## config.mk

```make
export PLATFORM = sky130hd
export DESIGN_NAME = waveform_min_max_rms_summary_top
export DESIGN_NICKNAME = d
export VERILOG_FILES = /design/src/wmrs_pkg.sv /design/src/wmrs_front.sv /design/src/wmrs_queue.sv /design/src/wmrs_back.sv /design/src/waveform_min_max_rms_summary_top.sv
export SDC_FILE = /design/constraint.sdc
export NUM_CORES = 2
export LEC_CHECK = 0
export ABC_AREA = 1
export ABC_CLOCK_PERIOD_IN_PS = 37300
export BUFFER_PORTS_ARGS = -buffer_cell sky130_fd_sc_hd__buf_4
export CAP_MARGIN = 20
export CORE_ASPECT_RATIO = 0.5
export CORE_MARGIN = 2
export CORE_UTILIZATION = 60
export DETAILED_ROUTE_END_ITERATION = 6
export PLACE_DENSITY = 0.78
export SYNTH_ARGS = -nofsm -noshare
export SYNTH_HDL_FRONTEND = slang
export SYNTH_SLANG_ARGS = --single-unit
```

## constraint.sdc

```tcl
create_clock -name clk -period 37.3 [get_ports clk]
set_clock_uncertainty 0.05 [all_clocks]
set_input_delay 7.46 -clock clk [delete_from_list [all_inputs] [get_ports clk]]
set_output_delay 7.46 -clock clk [all_outputs]
set_load 0.03 [all_outputs]
```

## src/wmrs_pkg.sv

```systemverilog
`default_nettype none
package wmrs_pkg;

  localparam int SAMPLE_W    = 16;
  localparam int FIELD_W     = 16;
  localparam int COUNT_W     = FIELD_W + 1;
  localparam int APB_DATA_W  = 32;
  localparam int APB_ADDR_W  = 3;
  localparam int QUEUE_DEPTH = 2;

  localparam logic REG_BUCKET_SIZE = 1'b0;
  localparam logic REG_POINT_COUNT = 1'b1;

  localparam logic [FIELD_W-1:0] BUCKET_SIZE_RESET = 16'd1024;
  localparam logic [FIELD_W-1:0] POINT_COUNT_RESET = 16'd1024;

  localparam logic signed [SAMPLE_W-1:0] SAMPLE_MAX = {1'b0, {(SAMPLE_W-1){1'b1}}};
  localparam logic signed [SAMPLE_W-1:0] SAMPLE_MIN = {1'b1, {(SAMPLE_W-1){1'b0}}};

  typedef struct packed {
    logic signed [SAMPLE_W-1:0] sample;
    logic                       new_buffer;
  } sample_t;

  typedef struct packed {
    logic [FIELD_W-1:0]         point_index;
    logic signed [SAMPLE_W-1:0] min_value;
    logic signed [SAMPLE_W-1:0] max_value;
    logic [FIELD_W-1:0]         rms_value;
  } result_t;

  typedef struct packed {
    logic [FIELD_W-1:0]         point_index;
    logic signed [SAMPLE_W-1:0] min_value;
    logic signed [SAMPLE_W-1:0] max_value;
    logic [COUNT_W-1:0]         count;
  } bucket_t;

endpackage
`default_nettype wire

```

## src/wmrs_front.sv

```systemverilog
`default_nettype none
module wmrs_front #(
  parameter int ACCUM_WIDTH = 48
) (
  input  wire logic                            clk,
  input  wire logic                            rst,
  input  wire logic [wmrs_pkg::FIELD_W-1:0]    bucket_size,
  input  wire logic [wmrs_pkg::FIELD_W-1:0]    point_count,
  input  wire logic                            sample_valid,
  output logic                                 sample_ready,
  input  wire wmrs_pkg::sample_t               sample_data,
  input  wire logic                            full,
  output logic                                 push,
  output wmrs_pkg::bucket_t                    push_info,
  output logic [ACCUM_WIDTH-1:0]               push_sum
);

  localparam int SW    = wmrs_pkg::SAMPLE_W;
  localparam int FW    = wmrs_pkg::FIELD_W;
  localparam int MAG_W = SW + 1;
  localparam int SQ_W  = 2 * SW;

  logic [FW-1:0]          fill_count;
  logic [FW-1:0]          points_done;
  logic signed [SW-1:0]   running_min;
  logic signed [SW-1:0]   running_max;
  logic [ACCUM_WIDTH-1:0] square_sum;

  logic [FW-1:0]          eff_fill;
  logic [FW-1:0]          eff_points;
  logic signed [SW-1:0]   eff_min;
  logic signed [SW-1:0]   eff_max;
  logic [ACCUM_WIDTH-1:0] eff_sum;
  logic                   active;
  logic signed [SW-1:0]   min_next;
  logic signed [SW-1:0]   max_next;
  logic [MAG_W-1:0]       mag;
  logic [2*MAG_W-1:0]     product;
  logic [SQ_W-1:0]        square;
  logic [ACCUM_WIDTH:0]   sum_wide;
  logic [ACCUM_WIDTH-1:0] sum_next;
  logic [FW-1:0]          fill_next;
  logic [FW-1:0]          size;
  logic                   close;
  logic                   accept;

  assign sample_ready = !full;
  assign accept = sample_valid && sample_ready;

  always_comb begin
    eff_fill   = sample_data.new_buffer ? '0 : fill_count;
    eff_points = sample_data.new_buffer ? '0 : points_done;
    eff_min    = sample_data.new_buffer ? wmrs_pkg::SAMPLE_MAX : running_min;
    eff_max    = sample_data.new_buffer ? wmrs_pkg::SAMPLE_MIN : running_max;
    eff_sum    = sample_data.new_buffer ? '0 : square_sum;
    active     = eff_points < point_count;
    min_next   = (sample_data.sample < eff_min) ? sample_data.sample : eff_min;
    max_next   = (sample_data.sample > eff_max) ? sample_data.sample : eff_max;
    if (sample_data.sample[SW-1]) begin
      mag = MAG_W'(0) - {1'b1, sample_data.sample};
    end else begin
      mag = {1'b0, sample_data.sample};
    end
    product   = mag * mag;
    square    = product[SQ_W-1:0];
    sum_wide  = {1'b0, eff_sum} + (ACCUM_WIDTH+1)'(square);
    sum_next  = sum_wide[ACCUM_WIDTH] ? '1 : sum_wide[ACCUM_WIDTH-1:0];
    fill_next = eff_fill + FW'(1);
    size      = (bucket_size == '0) ? FW'(1) : bucket_size;
    close     = (fill_next == '0) || (fill_next >= size);
  end

  assign push = accept && active && close;

  always_comb begin
    push_info.point_index = eff_points;
    push_info.min_value   = min_next;
    push_info.max_value   = max_next;
    if (fill_next == '0) begin
      push_info.count = {1'b1, {FW{1'b0}}};
    end else begin
      push_info.count = {1'b0, fill_next};
    end
  end

  assign push_sum = sum_next;

  always_ff @(posedge clk) begin
    if (rst) begin
      fill_count  <= '0;
      points_done <= '0;
      running_min <= wmrs_pkg::SAMPLE_MAX;
      running_max <= wmrs_pkg::SAMPLE_MIN;
      square_sum  <= '0;
    end else if (accept) begin
      if (!active) begin
        fill_count  <= eff_fill;
        points_done <= eff_points;
        running_min <= eff_min;
        running_max <= eff_max;
        square_sum  <= eff_sum;
      end else if (close) begin
        fill_count  <= '0;
        points_done <= eff_points + FW'(1);
        running_min <= wmrs_pkg::SAMPLE_MAX;
        running_max <= wmrs_pkg::SAMPLE_MIN;
        square_sum  <= '0;
      end else begin
        fill_count  <= fill_next;
        points_done <= eff_points;
        running_min <= min_next;
        running_max <= max_next;
        square_sum  <= sum_next;
      end
    end
  end

endmodule
`default_nettype wire

```

## src/wmrs_queue.sv

```systemverilog
`default_nettype none
module wmrs_queue #(
  parameter int ACCUM_WIDTH = 48
) (
  input  wire logic                   clk,
  input  wire logic                   rst,
  input  wire logic                   push,
  input  wire wmrs_pkg::bucket_t      push_info,
  input  wire logic [ACCUM_WIDTH-1:0] push_sum,
  input  wire logic                   pop,
  output wmrs_pkg::bucket_t           pop_info,
  output logic [ACCUM_WIDTH-1:0]      pop_sum,
  output logic                        full,
  output logic                        empty
);

  localparam int DEPTH = wmrs_pkg::QUEUE_DEPTH;
  localparam int PTR_W = $clog2(DEPTH);
  localparam int CNT_W = $clog2(DEPTH + 1);

  wmrs_pkg::bucket_t      info_q [DEPTH];
  logic [ACCUM_WIDTH-1:0] sum_q  [DEPTH];
  logic [PTR_W-1:0]       wr_ptr;
  logic [PTR_W-1:0]       rd_ptr;
  logic [CNT_W-1:0]       fill;

  assign full     = fill == CNT_W'(DEPTH);
  assign empty    = fill == '0;
  assign pop_info = info_q[rd_ptr];
  assign pop_sum  = sum_q[rd_ptr];

  always_ff @(posedge clk) begin
    if (push) begin
      info_q[wr_ptr] <= push_info;
      sum_q[wr_ptr]  <= push_sum;
    end
  end

  always_ff @(posedge clk) begin
    if (rst) begin
      wr_ptr <= '0;
      rd_ptr <= '0;
      fill   <= '0;
    end else begin
      if (push) begin
        wr_ptr <= (wr_ptr == PTR_W'(DEPTH - 1)) ? '0 : wr_ptr + PTR_W'(1);
      end
      if (pop) begin
        rd_ptr <= (rd_ptr == PTR_W'(DEPTH - 1)) ? '0 : rd_ptr + PTR_W'(1);
      end
      if (push && !pop) begin
        fill <= fill + CNT_W'(1);
      end else if (pop && !push) begin
        fill <= fill - CNT_W'(1);
      end
    end
  end

endmodule
`default_nettype wire

```

## src/wmrs_back.sv

```systemverilog
`default_nettype none
module wmrs_back #(
  parameter int ACCUM_WIDTH = 48
) (
  input  wire logic                   clk,
  input  wire logic                   rst,
  input  wire logic                   empty,
  input  wire wmrs_pkg::bucket_t      pop_info,
  input  wire logic [ACCUM_WIDTH-1:0] pop_sum,
  output logic                        pop,
  output logic                        result_valid,
  input  wire logic                   result_ready,
  output wmrs_pkg::result_t           result_data
);

  localparam int CW     = wmrs_pkg::COUNT_W;
  localparam int FW     = wmrs_pkg::FIELD_W;
  localparam int ROOT_W = (ACCUM_WIDTH + 1) / 2;
  localparam int STEP_W = $clog2(ACCUM_WIDTH);

  localparam logic [1:0] ST_IDLE = 2'd0;
  localparam logic [1:0] ST_DIV  = 2'd1;
  localparam logic [1:0] ST_SQRT = 2'd2;
  localparam logic [1:0] ST_HOLD = 2'd3;

  logic [1:0]             state;
  logic [STEP_W-1:0]      step;
  wmrs_pkg::bucket_t      info;
  logic [ACCUM_WIDTH-1:0] quot;
  logic [CW-1:0]          div_rem;
  logic [CW-1:0]          divisor;
  logic [2*ROOT_W-1:0]    radicand;
  logic [ROOT_W+1:0]      sq_rem;
  logic [ROOT_W-1:0]      root;

  logic [CW-1:0]          div_shift;
  logic                   div_ge;
  logic [ACCUM_WIDTH-1:0] quot_next;
  logic [ROOT_W+1:0]      sq_shift;
  logic [ROOT_W+1:0]      trial;
  logic                   sq_ge;
  logic                   load_out;

  always_comb begin
    div_shift = {div_rem[CW-2:0], quot[ACCUM_WIDTH-1]};
    div_ge    = div_shift >= divisor;
    quot_next = {quot[ACCUM_WIDTH-2:0], div_ge};
    sq_shift  = {sq_rem[ROOT_W-1:0], radicand[2*ROOT_W-1 -: 2]};
    trial     = {root, 2'b01};
    sq_ge     = sq_shift >= trial;
  end

  assign pop      = (state == ST_IDLE) && !empty;
  assign load_out = (state == ST_HOLD) && (!result_valid || result_ready);

  always_ff @(posedge clk) begin
    if (rst) begin
      state <= ST_IDLE;
      step  <= '0;
    end else begin
      case (state)
        ST_IDLE: begin
          if (!empty) begin
            state <= ST_DIV;
            step  <= STEP_W'(ACCUM_WIDTH - 1);
          end
        end
        ST_DIV: begin
          if (step == '0) begin
            state <= ST_SQRT;
            step  <= STEP_W'(ROOT_W - 1);
          end else begin
            step <= step - STEP_W'(1);
          end
        end
        ST_SQRT: begin
          if (step == '0) begin
            state <= ST_HOLD;
          end else begin
            step <= step - STEP_W'(1);
          end
        end
        ST_HOLD: begin
          if (load_out) begin
            state <= ST_IDLE;
          end
        end
        default: begin
          state <= ST_IDLE;
        end
      endcase
    end
  end

  always_ff @(posedge clk) begin
    case (state)
      ST_IDLE: begin
        info    <= pop_info;
        quot    <= pop_sum;
        div_rem <= '0;
        divisor <= pop_info.count;
      end
      ST_DIV: begin
        div_rem <= div_ge ? div_shift - divisor : div_shift;
        quot    <= quot_next;
        if (step == '0) begin
          radicand <= (2*ROOT_W)'(quot_next);
          sq_rem   <= '0;
          root     <= '0;
        end
      end
      ST_SQRT: begin
        sq_rem   <= sq_ge ? sq_shift - trial : sq_shift;
        root     <= {root[ROOT_W-2:0], sq_ge};
        radicand <= {radicand[2*ROOT_W-3:0], 2'b00};
      end
      default: begin
      end
    endcase
  end

  always_ff @(posedge clk) begin
    if (rst) begin
      result_valid <= 1'b0;
    end else if (load_out) begin
      result_valid <= 1'b1;
    end else if (result_ready) begin
      result_valid <= 1'b0;
    end
  end

  always_ff @(posedge clk) begin
    if (load_out) begin
      result_data.point_index <= info.point_index;
      result_data.min_value   <= info.min_value;
      result_data.max_value   <= info.max_value;
      result_data.rms_value   <= root[FW-1:0];
    end
  end

endmodule
`default_nettype wire

```

## src/waveform_min_max_rms_summary_top.sv

```systemverilog
// Samples are taken one per cycle; the front stalls only while two finished buckets wait.
// A bucket's result passes through the bit-serial divider and then the bit-serial root.
// The back end takes a new bucket only once the last result is in the output register.
// Synchronous reset clears the front counters and accumulators and the queue pointers,
// and restores both registers to 1024.
`default_nettype none
module waveform_min_max_rms_summary_top #(
  parameter int ACCUM_WIDTH = 48
) (
  input  wire logic                                clk,
  input  wire logic                                rst,
  input  wire logic                                psel,
  input  wire logic                                penable,
  input  wire logic                                pwrite,
  input  wire logic [wmrs_pkg::APB_ADDR_W-1:0]     paddr,
  input  wire logic [wmrs_pkg::APB_DATA_W-1:0]     pwdata,
  output logic [wmrs_pkg::APB_DATA_W-1:0]          prdata,
  output logic                                     pready,
  input  wire logic                                sample_valid,
  output logic                                     sample_ready,
  input  wire wmrs_pkg::sample_t                   sample_data,
  output logic                                     result_valid,
  input  wire logic                                result_ready,
  output wmrs_pkg::result_t                        result_data
);

  localparam int FW = wmrs_pkg::FIELD_W;
  localparam int DW = wmrs_pkg::APB_DATA_W;

  logic [FW-1:0]          bucket_size;
  logic [FW-1:0]          point_count;
  logic                   push;
  logic                   pop;
  logic                   full;
  logic                   empty;
  wmrs_pkg::bucket_t      push_info;
  wmrs_pkg::bucket_t      pop_info;
  logic [ACCUM_WIDTH-1:0] push_sum;
  logic [ACCUM_WIDTH-1:0] pop_sum;

  assign pready = 1'b1;

  always_ff @(posedge clk) begin
    if (rst) begin
      bucket_size <= wmrs_pkg::BUCKET_SIZE_RESET;
      point_count <= wmrs_pkg::POINT_COUNT_RESET;
    end else if (psel && penable && pwrite) begin
      case (paddr[2])
        wmrs_pkg::REG_BUCKET_SIZE: bucket_size <= pwdata[FW-1:0];
        wmrs_pkg::REG_POINT_COUNT: point_count <= pwdata[FW-1:0];
        default: begin
        end
      endcase
    end
  end

  always_comb begin
    case (paddr[2])
      wmrs_pkg::REG_BUCKET_SIZE: prdata = DW'(bucket_size);
      wmrs_pkg::REG_POINT_COUNT: prdata = DW'(point_count);
      default:                   prdata = '0;
    endcase
  end

  wmrs_front #(.ACCUM_WIDTH(ACCUM_WIDTH)) u_front (
    .clk          (clk),
    .rst          (rst),
    .bucket_size  (bucket_size),
    .point_count  (point_count),
    .sample_valid (sample_valid),
    .sample_ready (sample_ready),
    .sample_data  (sample_data),
    .full         (full),
    .push         (push),
    .push_info    (push_info),
    .push_sum     (push_sum)
  );

  wmrs_queue #(.ACCUM_WIDTH(ACCUM_WIDTH)) u_queue (
    .clk       (clk),
    .rst       (rst),
    .push      (push),
    .push_info (push_info),
    .push_sum  (push_sum),
    .pop       (pop),
    .pop_info  (pop_info),
    .pop_sum   (pop_sum),
    .full      (full),
    .empty     (empty)
  );

  wmrs_back #(.ACCUM_WIDTH(ACCUM_WIDTH)) u_back (
    .clk          (clk),
    .rst          (rst),
    .empty        (empty),
    .pop_info     (pop_info),
    .pop_sum      (pop_sum),
    .pop          (pop),
    .result_valid (result_valid),
    .result_ready (result_ready),
    .result_data  (result_data)
  );

endmodule
`default_nettype wire

```

==> results by group <==
Timing
  – Fin Setup TNS: 0 ns
  – Final setup viols: 0
  – Max_slew headroom: 28.3%
  – RSZ-0062 raised after global routing: false
  – Slew @ Worst Pin: 1.07 ns
  – Tcrit/Tclk final: 47.8%
  – Fmax: 56.1 MHz
  – Final Hold Vio Count: 0
  – Max Slew Vio Count: 0
  – Fin crit period: 17.83 ns

Detailed routing
  – Initial DRC count: 3184
  – Final WL: 104 mm
  – DRT Pass-1 Iters: 6
  – Via count: 33558
  – Residual DRC count: 0
  – Antenna-violating nets left: 0
  – Wire per inst: 17.4 um
  – Vias per cell: 5.61

Clocking
  – CTS tree: done
  – Clock latency on the worst-skew pair: 0.65 ns
  – Root Buffer: clkbuf_16
  – Max clock buf depth: 3
  – Cts repair resizes: 0
  – Sink Count: 673
  – Hold buffers post-CTS: 0
  – Clock slew at reported path FFs: 0.06 ns
  – Post-CTS Setup Bufs: 0
  – Htree depth: 2
  – TritonCTS Buffers: 59

Outcome
  – Status: finished, final reports clean

Finish
  – Sequential Area: 0.0186 sq mm
  – Layout Nets: 5486
  – Antenna Cells: 0
  – Non-filler cells, final: 5984
  – Util after Layout: 66.4%
  – Multi-input logic area: 0.0203 sq mm
  – Layout cells sized above 1: 6.07%
  – Filler cells: 5412
  – Layout area overhead: 8.87%

Synthesis
  – Yosys Warn Count: 0
  – Mapped Cells: 4909
  – Synth Flop Type: edfxtp_1
  – Cell area after synthesis: 0.0423 sq mm
  – #FFs+latches synth: 673
  – Seq/Total Area, Yosys: 44.0%
  – Synth unique cells: 53
  – Synthesized area per cell: 8.62 sq um
  – Async S/R FF share, synth: 0%
  – Number of synthesized flops with an enable pin: 515

Setup path
  – Reg2reg path depth: 20
  – R2r setup slk: 32.23 ns
  – Top cell by count, worst path: nand2_1
  – Critical Path RT: 37.83 ns
  – Critical Path Source: sample_data[1]
  – Largest stage delay, worst path: 0.60 ns
  – Worst Setup End Kind: flop
  – Crit path DAT: 18.36 ns
  – RR Startpoint: u_front.fill_count[0]$_SDFFE_PP0P_
  – Crit Path Class: input pin to flop
  – Crit Path Max Fanout: 27
  – Critical R2R Capture: u_queue.info_q[1][9]$_DFFE_PP_
  – Setup crit start kind: input pin
  – Critical path's slowest cell: nand3b_2

Worst hold path
  – Worst hold stages: 0
  – Tightest Hold Check Type: flop to flop
  – Hold Path End: u_back.result_data[24]$_DFFE_PP_
  – Hold path startpoint: u_back.info[25]$_DFFE_PP_

Global route
  – Vias in the first global route: 32923
  – Grt total ovfl: 0
  – First-pass GRT wire length: 167 mm
  – Gr usage total: 28.5%
  – Initial antenna violation count: 0
  – Largest net degree at the start of global routing: 98

Flow run
  – Max Cap Viol: 0

Die
  – Die Y: 192 um
  – Die ar.: 0.0728 sq mm
  – # IOs: 158
  – DIE WIDTH: 380 um
  – Core area: 0.0693 sq mm
  – Num rows: 68
  – Initial cell density of the core: 61.0%

Place
  – HPWL after DPL: 73.8 mm
  – Port bufs: 122
  – Final GP Congestion: 0.932
  – Cell count after placement: 5871
==> per-layer routing <==
layer	routed length [um]	part of all wire, %	vias up	GRT usage (%)
met3	8800	8.4	168	4.09
li1	-	-	16077	-
met1	45800	44	16053	39.9
met4	2130	2.0	0	7.19
met5	0	0	-	0
met2	47600	46	1260	47.1
==> final cells by class <==
type	count	area share [%]
clock inverters	30	0.755
multi-input cells	3362	44.1
flip-flops and latches	673	40.4
well taps	945	2.57
clock buffers	82	3.62
repair buffers	153	2.54
inverters	739	6.03
==> state kept, by name (all words and copies together) (netlist names), 48 cells and up, named ones only <==
signal	cells
u_back.info	48
u_queue.info_q	130
u_back.radicand	48
u_front.square_sum	48
u_back.result_data	64
u_back.quot	48
u_queue.sum_q	96
==> how the worst max path moves through the flow <==
| stage | to | slack [ns] |
|---|---|---|
| finish | u_front.square_sum[18]$_SDFFE_PP0P_ | 19.47 |
| global route | u_front.square_sum[18]$_SDFFE_PP0P_ | 18.73 |
| CTS | u_front.square_sum[18]$_SDFFE_PP0P_ | 19.65 |
| detailed placement | u_front.square_sum[18]$_SDFFE_PP0P_ | 19.06 |
| global placement | u_front.square_sum[26]$_SDFFE_PP0P_ | 19.19 |
| floorplan | u_queue.info_q[0][0]$_DFFE_PP_ | 18.53 |
==> synthesized netlist by cell type, types with 30 or more instances <==
library cell / instances / area (sq um)
o21ai_0: 282 / 1410
nor3_1: 30 / 150
nor2_1: 427 / 1600
edfxtp_1: 515 / 15500
clkbuf_1: 128 / 480
nand3_1: 157 / 786
inv_1: 731 / 2740
ha_1: 254 / 3180
dfxtp_1: 158 / 3160
nand2_1: 1179 / 4430
xor2_1: 66 / 578
xnor2_1: 44 / 385
a21oi_1: 499 / 2500
fa_1: 185 / 3700
nand4_1: 40 / 250
==> logic make-up after synthesis <==
logic type                 count (synthesis)  share of synthesized area [%]
DFF                                      673                           44.0
AOI/OAI and AO/OA                        860                           10.6
xor gates and xnor gates                 110                           2.28
and+or+nand+nor                         1901                           18.2
buffers and inverters                    924                           8.56
other                                      2                         0.0177
adders and majority gates                439                           16.3
==> layout by cell type (no fill, tap or decap), types with 5 or more instances in the layout <==
master,netlist,layout
edfxtp_1,515,515
o21bai_1,12,12
or2_2,18,18
nor4_1,8,8
clkinv_1,4,12
clkbuf_16,0,61
nand4_1,40,40
o21ai_0,282,282
buf_4,26,152
inv_2,4,6
o21ai_1,6,6
bufinv_16,0,6
nand3_1,157,157
dfxtp_1,158,157
nor2_2,8,8
nor2_1,427,426
conb_1,2,52
nand2_1,1179,1177
o21a_1,5,5
a21o_1,17,17
a31oi_1,12,12
clkbuf_1,128,15
a211oi_1,7,7
clkinv_2,0,9
nor3_1,30,29
clkinvlp_4,0,5
nand3b_1,10,10
clkbuf_8,0,6
ha_1,254,251
xor2_1,66,66
fa_1,185,185
a21oi_1,499,498
inv_1,731,726
xnor2_1,44,44
a31o_2,7,7
==> critical path, delay by kind of cell <==
kind	cells	cell delay, ns
adders and majority gates	9	4.14
and+or+nand+nor	17	3.94
buffers and inverters	9	1.42
AOI/OAI and AO/OA	7	1.23
xor gates and xnor gates	1	0.11
==> metrics by stage <==
stage	hold WS (ns)	setup WS [ns]	area, sq um
3_3_place_gp	0.353	19.19	44000
2_1_floorplan	0.350	18.53	42500
4_1_cts	0.368	19.65	46000
6_report	0.370	19.47	46100
3_5_place_dp	0.355	19.06	44000
5_1_grt	0.370	18.73	46100
Power is not shown: default switching activity piles up to over one toggle a cycle in this logic, so the estimate is an artifact.
